==> src/rtl/mpd_pkg.sv <==
// ----------------------------------------------------------------------------
// mpd_pkg : shared types and constants of the multilevel priority dispatcher
// Queue geometry, field widths, operation and result codes, and the command
// and status bundles passed between controller and datapath.
// ----------------------------------------------------------------------------
package mpd_pkg;

	localparam int QUEUE_DEPTH = 256;
	localparam int MAX_CPUS    = 8;
	localparam int LEVELS      = 4;

	localparam int PTR_W     = $clog2(QUEUE_DEPTH);
	localparam int FILL_W    = $clog2(QUEUE_DEPTH + 1);
	localparam int LIDX_W    = $clog2(LEVELS);
	localparam int SIDX_W    = (MAX_CPUS > 1) ? $clog2(MAX_CPUS) : 1;
	localparam int CNT_W     = $clog2(MAX_CPUS + 1);
	localparam int ADDR_W    = LIDX_W + PTR_W;
	localparam int MEM_DEPTH = LEVELS * QUEUE_DEPTH;

	localparam int OP_W    = 2;
	localparam int JOB_W   = 16;
	localparam int PRIO_W  = 3;
	localparam int SLOT_W  = 3;
	localparam int KIND_W  = 3;
	localparam int LEVEL_W = 3;
	localparam int CFG_W   = 4;

	localparam logic [CFG_W-1:0] CPUS_RESET = CFG_W'(1);

	typedef enum logic [OP_W-1:0] {
		OP_SUBMIT   = 2'd0,
		OP_DISPATCH = 2'd1,
		OP_SLICE    = 2'd2,
		OP_NONE     = 2'd3
	} op_t;

	typedef enum logic [KIND_W-1:0] {
		K_ACCEPT   = 3'd0,
		K_DISPATCH = 3'd1,
		K_IDLE     = 3'd2,
		K_RETIRE   = 3'd3,
		K_REQUEUE  = 3'd4,
		K_FULL     = 3'd5
	} kind_t;

	// controller -> datapath
	typedef struct packed {
		logic accept;     // latch the input word, clear the round count
		logic submit;     // push submitted job, emit its result
		logic slice;      // handle slice report, emit its result
		logic pop;        // claim lowest free slot, read head of top queue
		logic emit_disp;  // emit dispatched job, mark slot busy
		logic emit_idle;  // emit idle result of an empty round
	} cmd_t;

	// datapath -> controller
	typedef struct packed {
		op_t  op;         // latched operation
		logic found;      // another job can be dispatched this round
		logic pend_last;  // pending dispatch is the last of the round
		logic out_free;   // output register can take a word this cycle
	} status_t;

endpackage

==> src/rtl/mpd_ctrl.sv <==
// ----------------------------------------------------------------------------
// mpd_ctrl : sequencing controller
// One-hot state machine that takes one input word at a time and steps the
// datapath through submit, slice report or a dispatch round.
// ----------------------------------------------------------------------------
module mpd_ctrl
	import mpd_pkg::*;
(
	input  logic    clk,
	input  logic    arst_n,
	input  logic    in_valid,
	output logic    in_stall,
	input  status_t st,
	output cmd_t    cmd
);

	typedef enum logic [6:0] {
		S_IDLE    = 7'b0000001,
		S_DECODE  = 7'b0000010,
		S_SUBMIT  = 7'b0000100,
		S_SLICE   = 7'b0001000,
		S_DSEARCH = 7'b0010000,
		S_DREAD   = 7'b0100000,
		S_DIDLE   = 7'b1000000
	} state_t;

	state_t state_q, state_d;

	assign in_stall = (state_q != S_IDLE);

	always_comb begin
		state_d = state_q;
		cmd     = '0;
		unique case (state_q)
			S_IDLE: begin
				if (in_valid) begin
					cmd.accept = 1'b1;
					state_d    = S_DECODE;
				end
			end
			S_DECODE: begin
				unique case (st.op)
					OP_SUBMIT:   state_d = S_SUBMIT;
					OP_DISPATCH: state_d = S_DSEARCH;
					OP_SLICE:    state_d = S_SLICE;
					OP_NONE:     state_d = S_IDLE;
					default:     state_d = S_IDLE;
				endcase
			end
			S_SUBMIT: begin
				if (st.out_free) begin
					cmd.submit = 1'b1;
					state_d    = S_IDLE;
				end
			end
			S_SLICE: begin
				if (st.out_free) begin
					cmd.slice = 1'b1;
					state_d   = S_IDLE;
				end
			end
			S_DSEARCH: begin
				if (st.found) begin
					cmd.pop = 1'b1;
					state_d = S_DREAD;
				end else begin
					state_d = S_DIDLE;
				end
			end
			S_DREAD: begin
				if (st.out_free) begin
					cmd.emit_disp = 1'b1;
					state_d       = st.pend_last ? S_IDLE : S_DSEARCH;
				end
			end
			S_DIDLE: begin
				if (st.out_free) begin
					cmd.emit_idle = 1'b1;
					state_d       = S_IDLE;
				end
			end
			default: state_d = S_IDLE;
		endcase
	end

	always_ff @(posedge clk or negedge arst_n) begin
		if (!arst_n) begin
			state_q <= S_IDLE;
		end else begin
			state_q <= state_d;
		end
	end

endmodule

==> config.mk <==
export PLATFORM = sky130hd
export DESIGN_NAME = mpd_ctrl
export DESIGN_NICKNAME = d
export VERILOG_FILES = /design/src/rtl/mpd_pkg.sv /design/src/rtl/mpd_ctrl.sv
export SDC_FILE = /design/constraint.sdc
export NUM_CORES = 1
export LEC_CHECK = 0
export BUFFER_PORTS_ARGS = -buffer_cell sky130_fd_sc_hd__buf_2
export CORE_AREA = 2 2 39 41
export CTS_CLUSTER_DIAMETER = 60
export DETAILED_ROUTE_END_ITERATION = 7
export DIE_AREA = 0 0 41 43
export PLACE_DENSITY_LB_ADDON = 0.15
export SLEW_MARGIN = 0
export SYNTH_ARGS = -nofsm -noshare
export SYNTH_HDL_FRONTEND = slang
export SYNTH_SLANG_ARGS = --single-unit
==> constraint.sdc <==
create_clock -name clk -period 1.51 [get_ports clk]
set_input_delay 0 -clock clk [delete_from_list [all_inputs] [get_ports clk]]
set_output_delay 0 -clock clk [all_outputs]
set_load 0.01 [all_outputs]
==> results of run 1 <==
-- per-layer routing --
layer	global-route usage [%]	up-vias	wire, µm
met5	0	-	0
met4	12.0	0	15
met3	1.57	2	42
met2	27.5	12	773
met1	24.3	256	606
li1	-	277	-
-- worst register-to-register path, cell delays in order (launching register included) --
cell,delay (ns)
dfstp_2,0.40
buf_4,0.14
or4b_4,0.50
o21ai_1,0.17
a21oi_1,0.07
a21oi_2,0.12
-- cell usage in the layout (no fill, tap or decap), types with 3 or more instances in the layout --
cell type  synthesis  layout
buf_2              2      13
buf_4              1       9
buf_6              0       4
clkbuf_4           0       3
dfrtp_2            0       4
nand2_1            5       3
nor2_1             7       7
nor3_1             3       3
nor3_2             3       3
nor4b_4            0       3
o21ai_0            3       3
-- power breakdown --
group          switching, mW  leakage, nW  internal, mW
clock network         0.0651       0.0150         0.101
logic                  0.224        0.281         0.235
registers             0.0475       0.0868         0.232
-- logic make-up (layout without fill, tap and decap cells) --
| family | after synthesis | count (layout) | share of synthesized area (%) |
|---|---|---|---|
| and+or+nand+nor | 34 | 34 | 42.2 |
| AOI/OAI and AO/OA | 12 | 12 | 16.4 |
| DFF | 7 | 7 | 34.0 |
| buffers and inverters | 4 | 33 | 4.10 |
| xor gates and xnor gates | 2 | 2 | 3.37 |
-- final cells by class --
cell class	instances	area share, %
well taps	16	2.41
inverters	1	0.452
clock buffers	4	3.17
multi-input cells	48	48.3
repair buffers	28	23.8
flip-flops and latches	7	21.9
-- timing repair --
item	in CTS	in global routing
setup buffers	3	5
gates resized for setup	8	14
hold endpoints to repair	8	0
hold buffers	2	0
endpoints found under the setup margin	5	8
pin swaps	3	9
-- per-stage QoR --
step	cell area (µm²)	worst slack [ns]	hold slack, ns	setup TNS (ns)	instances
after global placement	622	0.00733	-0.161	0	90
after CTS	731	0.0105	0.00294	0	99
after floorplan	519	0.162	-0.296	0	59
after detailed placement	622	0.0335	-0.160	0	90
after global routing	830	-0.0242	0.0244	-0.0835	104
final	830	0.0270	0.00900	0	104
-- how the worst max path moves through the flow --
| stage | startpoint | to | slack [ns] | cells after the start |
|---|---|---|---|---|
| 6_report | state_q[1] | cmd[2] | 0.03 | 4 |
| 5_1_grt | state_q[1] | cmd[2] | -0.02 | 4 |
| 4_1_cts | state_q[5] | cmd[0] | 0.01 | 5 |
| 3_5_place_dp | state_q[5] | state_q[6] | 0.03 | 5 |
| 3_3_place_gp | state_q[1] | state_q[6] | 0.007 | 4 |
| 2_1_floorplan | state_q[1] | state_q[5] | 0.16 | 4 |
==> qor.yml, run 1 <==
cp.required_ns: 1.51
utilization_pct: 59.9
max_stage_delay_ns: 0.42
min-delay-start: "in_valid"
first_iter_violations: 10
drive_above_1_share_pct: 59.1
r2r_slack_ns: 0.06
rr_endpoint: "state_q[0]"
port_buffers: 14
yosysMostFrequentCell: "nor2_1"
r2r-start: "state_q[0]"
die_x_um: 41
power_mw: 0.905
start_kind: "register"
crit_type: "reg -> out"
diodes: 0
clk_pin_slew_worst_paths_ns: 0.05
ys.flop_type: "dfrtp_1"
max_freq_ghz: 0.674
grt_remaining_overflow: 0
ys_ff_latch: 7
synth_fp_nets: 67
drt-vias-per-instance: 5.26
ys_warn_count: 0
multi_input_area_um2: 400
synth-edff-count: 0
synthTopCellsByCount: "7 x nor2_1, 6 x dfrtp_1, 5 x nand2_1"
largest_reg_flops: 7
synth.distinct_cells: 30
cts_sinks: 7
htreeDepth: 1
drv_cap: 0
ios: 15
routedWlPerCell_um: 13.8
root_buffer: "clkbuf_4"
drtPass1Iterations: 4
r2r_cells: 5
core_area_um2: 1380
ir_drop_mv: 0.665
crit_family: "simple AND/OR/NAND/NOR gates"
start_util_pct: 37.5
fin_nets: 97
hold_path_depth: 3
finalCritPeriodShare_pct: 98.2
syn_inst: 59
rows: 14
hold_viol: 0
cts_buffer_depth: 2
worstSkewPairLatency_ns: 0.25
async_flop_share_pct: 100
grt_pass1_wl_um: 2180
grt_util_all_layers_pct: 18.5
via_count: 547
cts_tree: "yes"
synthTopCellsByArea: "dfrtp_1 29%, nor3_2 5.8%, dfstp_2 5.1%"
fill_cells: 153
crit_fanout: 3
cts_buffers: 3
fin_skew_ns: 0.00580
rsz0062_at_grt: "true"
antenna_found_initial: 0
area_delta_synth_final_pct: 59.8
worstPathCellList: "or2_4 -> nor3b_4 -> and3_4 -> buf_6"
dieArea_um2: 1760
status: "complete, no violations"
worstSetupEndpointType: "output port"
period_needed_ns: 1.48
grt_max_degree: 10
relSlewSlack_pct: 81.5
drc_errors: 0
crit_slowest_cell: "dfrtp_2"
synth.avg_cell_area_um2: 8.80
synth_top_area_share_pct: 28.9
finalMaxSlewViolations: 0
ys_seq_area_share_pct: 34.0
setup_viol: 0
gp_congestion: 0.785
syn_area_um2: 519
worstHoldPathType: "in -> reg"
p_leak_nw: 0.383
arrival_ns: 1.48
hold_end: "state_q[1]"
dp_hpwl_um: 899
worst_pin_slew_ns: 0.276
timing.critical_path.buf_inv: 1
ant_nets: 0
synth_top_area_cell: "dfrtp_1"
fp.dieH_um: 43
biggestRegsByFlops: "state_q (7)"
first_global_vias: 498
top_register: "state_q"
power_density_nw_per_um2: 1090
regArea_um2: 181
routed_wl_um: 1440
No activity file was read; power rests on OpenSTA's default activity.
==> inputs of run 2 (changes only) <==
- RECOVER_POWER: not set -> 25
==> run 2 against run 1 <==
Effect of this change: clock power barely moved; sequential share of layout area barely moved; register-to-register slack barely moved; critical path type unchanged; largest cell class unchanged; largest power group unchanged.
==> qor.yml, run 2 (synthesis results as in run 1) <==
ios: 15  # unchanged
start_kind: "register"  # unchanged
root_buffer: "clkbuf_4"  # unchanged
worst_pin_slew_ns: 0.382  # was 0.276 ns
ant_nets: 0  # unchanged
dp_cells: 90  # unchanged
grt_max_degree: 10  # unchanged
cts_tree: "yes"  # unchanged
clk_pin_slew_worst_paths_ns: 0.05  # about the same
cp.required_ns: 1.51  # about the same
ir_drop_mv: 0.665  # about the same
cts_buffer_depth: 2  # unchanged
drive_above_1_share_pct: 58.0  # was 59.1%
status: "complete, no violations"  # unchanged
drtPass1Iterations: 4  # unchanged
final_area_um2: 828  # was 830 µm²
cts_sinks: 7  # unchanged
highest_layer: "met4"  # unchanged
rsz0062_at_grt: "true"  # unchanged
stdcell_count: 104  # unchanged
combPwrFrac_pct: 50.8  # about the same
p_sw_mw: 0.337  # about the same
relSlewSlack_pct: 74.6  # was 81.5%
start_util_pct: 37.5  # unchanged
mostFrequentLayoutCells: "12 x buf_2, 9 x buf_4, 7 x nor2_1"  # was 13 x buf_2, 9 x buf_4, 7 x nor2_1
crit_type: "reg -> out"  # unchanged
final_common_cell: "buf_2"  # unchanged
arrival_ns: 1.48  # about the same
swShare_pct: 37.3  # was 37.2%
crit_fanout: 3  # unchanged
dieArea_um2: 1760  # unchanged
worstHoldPathType: "in -> reg"  # unchanged
period_needed_ns: 1.48  # unchanged
rows: 14  # unchanged
wl_met2_um: 773  # unchanged
hold_path_depth: 3  # unchanged
setup_viol: 0  # unchanged
fin_skew_ns: 0.00580  # unchanged
grt_pass1_wl_um: 2180  # unchanged
m1WireLength_um: 606  # unchanged
diodes: 0  # unchanged
power_frac_clock_pct: 18.3  # about the same
core_area_um2: 1380  # unchanged
max_freq_ghz: 0.674  # unchanged
drc_errors: 0  # unchanged
finalMaxSlewViolations: 0  # unchanged
biggestRegsByFlops: "state_q (7)"  # unchanged
wl_met3_um: 42  # unchanged
seqPwrFrac_pct: 30.9  # about the same
hold_viol: 0  # unchanged
internal_power_mw: 0.568  # about the same
r2r_cells: 5  # unchanged
routed_wl_um: 1440  # unchanged
fin_nets: 97  # unchanged
fin_tns_setup_ns: 0  # unchanged
drt-vias-per-instance: 5.26  # unchanged
die_x_um: 41  # unchanged
largest_reg_flops: 7  # unchanged
cts_buffers: 3  # unchanged
top_register: "state_q"  # unchanged
power_density_nw_per_um2: 1090  # about the same
gp_congestion: 0.785  # unchanged
power_mw: 0.905  # about the same
htreeDepth: 1  # unchanged
via_count: 547  # unchanged
p_leak_nw: 0.380  # was 0.383 nW
fp.dieH_um: 43  # unchanged
first_global_vias: 498  # unchanged
area_delta_synth_final_pct: 59.5  # was 59.8%
finalCritPeriodShare_pct: 98.2  # unchanged
placed_area_um2: 622  # unchanged
drv_cap: 0  # unchanged
utilization_pct: 59.9  # about the same
dp_hpwl_um: 899  # unchanged
antenna_found_initial: 0  # unchanged
worstSetupEndpointType: "output port"  # unchanged
grt_remaining_overflow: 0  # unchanged
grt_util_all_layers_pct: 18.5  # unchanged
port_buffers: 14  # unchanged
worstSkewPairLatency_ns: 0.25  # about the same
first_iter_violations: 10  # unchanged
routedWlPerCell_um: 13.8  # unchanged
## run 2: changes by cell type in the layout (fill, tap and decap cells not counted), sizes merged
cell	change
buf	-1
clkbuf	+1
## run 2: power by group through the flow
stage                     clock, mW  combinational, mW  sequential (mW)
after floorplan                   0              0.236            0.264
after detailed placement          0              0.316            0.279
after global routing          0.186              0.509            0.283
after global placement            0              0.313            0.279
after CTS                     0.173              0.392            0.272
final                         0.166              0.459            0.280
## run 2: layer usage
metal / vias to the layer above / track usage, %
li1: 277 / -
met1: 256 / 24.3
met2: 12 / 27.5
met3: 2 / 1.57
met4: 0 / 12.0
met5: - / 0
## run 2: cell type report
cell class / instances / area [µm²]
fill: 154 / 556
inverter: 1 / 3.75
multi-input combinational: 48 / 400
sequential: 7 / 181
clock buffer: 4 / 26.3
tap: 16 / 20.0
timing repair buffer: 28 / 196
## run 2: critical path, cell delays in order, from the launching register on
cell and delay [ns]:
dfrtp_2 0.42, or2_4 0.26, nor3b_4 0.24, and3_4 0.22, buf_6 0.10
## run 2: final timing paths
path / startpoint / to / slack (ns)
worst max-delay path: state_q[1] / cmd[2] / 0.03
worst min-delay path: in_valid / state_q[1] / 0.009
worst max register to register: state_q[0] / state_q[0] / 0.06
worst min register to register: state_q[5] / state_q[5] / 0.64
max in group asynchronous: arst_n / state_q[0] / 1.03
min in group asynchronous: arst_n / state_q[4] / 0.17
## run 2: timing repair
item                       in CTS  in global routing
pin swaps                       3                  9
hold endpoints to repair        8                  0
gates resized for setup         8                 14
hold buffers                    2                  0
setup endpoints to repair       5                  8
buffers inserted                3                  5
## run 2: stage by stage
stage | setup WS (ns) | hold slack [ns]
CTS | 0.0105 | 0.00294
finish | 0.0270 | 0.00900
floorplan | 0.162 | -0.296
detailed placement | 0.0335 | -0.160
global route | -0.0242 | 0.0244
global placement | 0.00733 | -0.161
==> inputs of run 3 (changes only) <==
- CTS_BUF_LIST: not set -> sky130_fd_sc_hd__clkbuf_8
==> run 3 against run 2 <==
Effect of this change: via count fell by 3.1%; sequential share of layout area up 0.34 points; clock power grew 51%; count of clock-buffer cells in the layout is 1 lower; register-to-register slack improved by 0.02 ns; cell area down 2.9%; power grew 3.2%; non-clock buffer count shrank 4; setup slack got worse by 0.013 ns; first-iteration DRC count rose by 10%; clock skew is 0.0023 ns lower.
==> qor.yml, run 3 (synthesis results as in run 1) <==
drt-vias-per-instance: 5.30  # was 5.26
dp_hpwl_um: 899  # unchanged
status: "complete, no violations"  # unchanged
timing.hold.ws_ns: 0.0331  # was 0.00900 ns
die_x_um: 41  # unchanged
p_leak_nw: 0.373  # was 0.380 nW
ir_drop_mv: 0.706  # was 0.665 mV
crit_fanout: 6  # was 3
internal_power_mw: 0.608  # was 0.568 mW
fp.dieH_um: 43  # unchanged
first_iter_violations: 11  # was 10
drive_above_1_share_pct: 52.4  # was 58.0%
drtPass1Iterations: 4  # unchanged
p_sw_mw: 0.326  # was 0.337 mW
routed_wl_um: 1320  # was 1440 µm
area_delta_synth_final_pct: 54.9  # was 59.5%
seqPwrFrac_pct: 30.9  # about the same
worst_slack_ns: 0.0139  # was 0.0270 ns
worstSetupEndpointType: "output port"  # unchanged
finalCritPeriodShare_pct: 99.1  # was 98.2%
max_freq_ghz: 0.668  # was 0.674 GHz
top_register: "state_q"  # unchanged
power_frac_clock_pct: 26.8  # was 18.3%
htreeDepth: 1  # unchanged
drc_errors: 0  # unchanged
diodes: 0  # unchanged
core_area_um2: 1380  # unchanged
grt_pass1_wl_um: 2080  # was 2180 µm
cts_tree: "yes"  # unchanged
root_buffer: "clkbuf_8"  # was clkbuf_4
first_global_vias: 471  # was 498
grt_max_degree: 10  # unchanged
rows: 14  # unchanged
cts_buffers: 3  # unchanged
mostFrequentLayoutCells: "12 x buf_2, 7 x nor2_1, 7 x buf_4"  # was 12 x buf_2, 9 x buf_4, 7 x nor2_1
fin_skew_ns: 0.00353  # was 0.00580 ns
gp_congestion: 0.785  # unchanged
fin_nets: 93  # was 97
ios: 15  # unchanged
utilization_pct: 58.1  # was 59.9%
drv_cap: 0  # unchanged
start_util_pct: 37.5  # unchanged
start_kind: "register"  # unchanged
worst_pin_slew_ns: 0.376  # was 0.382 ns
clk_pin_slew_worst_paths_ns: 0.04  # was 0.05 ns
period_needed_ns: 1.50  # was 1.48 ns
cts_sinks: 7  # unchanged
rsz0062_at_grt: "true"  # unchanged
cp.required_ns: 1.51  # about the same
dieArea_um2: 1760  # unchanged
hold_viol: 0  # unchanged
fin_tns_setup_ns: 0  # unchanged
power_density_nw_per_um2: 1160  # was 1090 nW/µm²
grt_remaining_overflow: 0  # unchanged
port_buffers: 14  # unchanged
post-place-ws_ns: 0.0335  # unchanged
final_common_cell: "buf_2"  # unchanged
cts_buffer_depth: 2  # unchanged
antenna_found_initial: 0  # unchanged
worstHoldPathType: "in -> reg"  # unchanged
routedWlPerCell_um: 13.2  # was 13.8 µm
via_count: 530  # was 547
crit_type: "reg -> out"  # unchanged
grt_util_all_layers_pct: 17.7  # was 18.5%
ant_nets: 0  # unchanged
relSlewSlack_pct: 74.9  # was 74.6%
arrival_ns: 1.50  # was 1.48 ns
largest_reg_flops: 7  # unchanged
setup_viol: 0  # unchanged
swShare_pct: 34.9  # was 37.3%
biggestRegsByFlops: "state_q (7)"  # unchanged
combPwrFrac_pct: 42.3  # was 50.8%
finalMaxSlewViolations: 0  # unchanged
worstSkewPairLatency_ns: 0.22  # was 0.25 ns
[run 3: cell count changes in the layout (fill, tap and decap cells not counted), sizes merged]
| cell | change |
|---|---|
| clkbuf | -1 |
| buf | -4 |
| inv | +1 |
[run 3: final cells by class]
type / instances / area, µm²
fill: 150 / 579
clock buffer: 3 / 41.3
sequential: 7 / 179
timing repair buffer: 24 / 159
multi-input combinational: 48 / 398
tap: 16 / 20.0
inverter: 1 / 3.75
clock inverter: 1 / 3.75
[run 3: final timing paths]
path / slack, ns / from / depth (start not counted) / endpoint
max: 0.01 / state_q[1] / 4 / cmd[2]
min: 0.03 / in_valid / 3 / state_q[1]
max reg2reg: 0.08 / state_q[1] / 5 / state_q[0]
min reg2reg: 0.64 / state_q[5] / 2 / state_q[5]
max in group asynchronous: 1.00 / arst_n / 2 / state_q[0]
min in group asynchronous: 0.20 / arst_n / 2 / state_q[4]
[run 3: timing repair]
action                                 in CTS  in global routing
setup buffers                               0                  4
pin swaps                                   2                  4
resized for setup                           5                 12
hold buffers                                2                  0
endpoints found under the hold margin       8                  0
setup endpoints to repair                   5                  7
[run 3: critical path, cell delays in order, from the launching register on]
cell and delay [ns]:
dfrtp_2 0.44, or2_4 0.27, nor3b_4 0.23, and3_4 0.22, buf_6 0.10
[run 3: layer usage]
metal  up-vias  global-route usage, %  wire length [µm]
met5         -                      0                 0
met4         0                   14.0                40
met3         4                   1.57                40
met2        12                   24.7               655
met1       247                   23.9               580
li1        267                      -                 -
[run 3: metrics by stage]
stage	power, mW	cell area [µm²]	instances
after floorplan	0.500	519	59
after global placement	0.592	622	90
after detailed placement	0.594	622	90
after CTS	0.880	708	96
after global routing	1.01	805	100
final	0.934	805	100
[run 3: power groups by stage]
stage / logic (mW) / clock network, mW / registers (mW)
floorplan: 0.236 / 0 / 0.264
global placement: 0.313 / 0 / 0.279
detailed placement: 0.316 / 0 / 0.279
CTS: 0.341 / 0.258 / 0.282
global route: 0.442 / 0.273 / 0.296
finish: 0.395 / 0.250 / 0.289
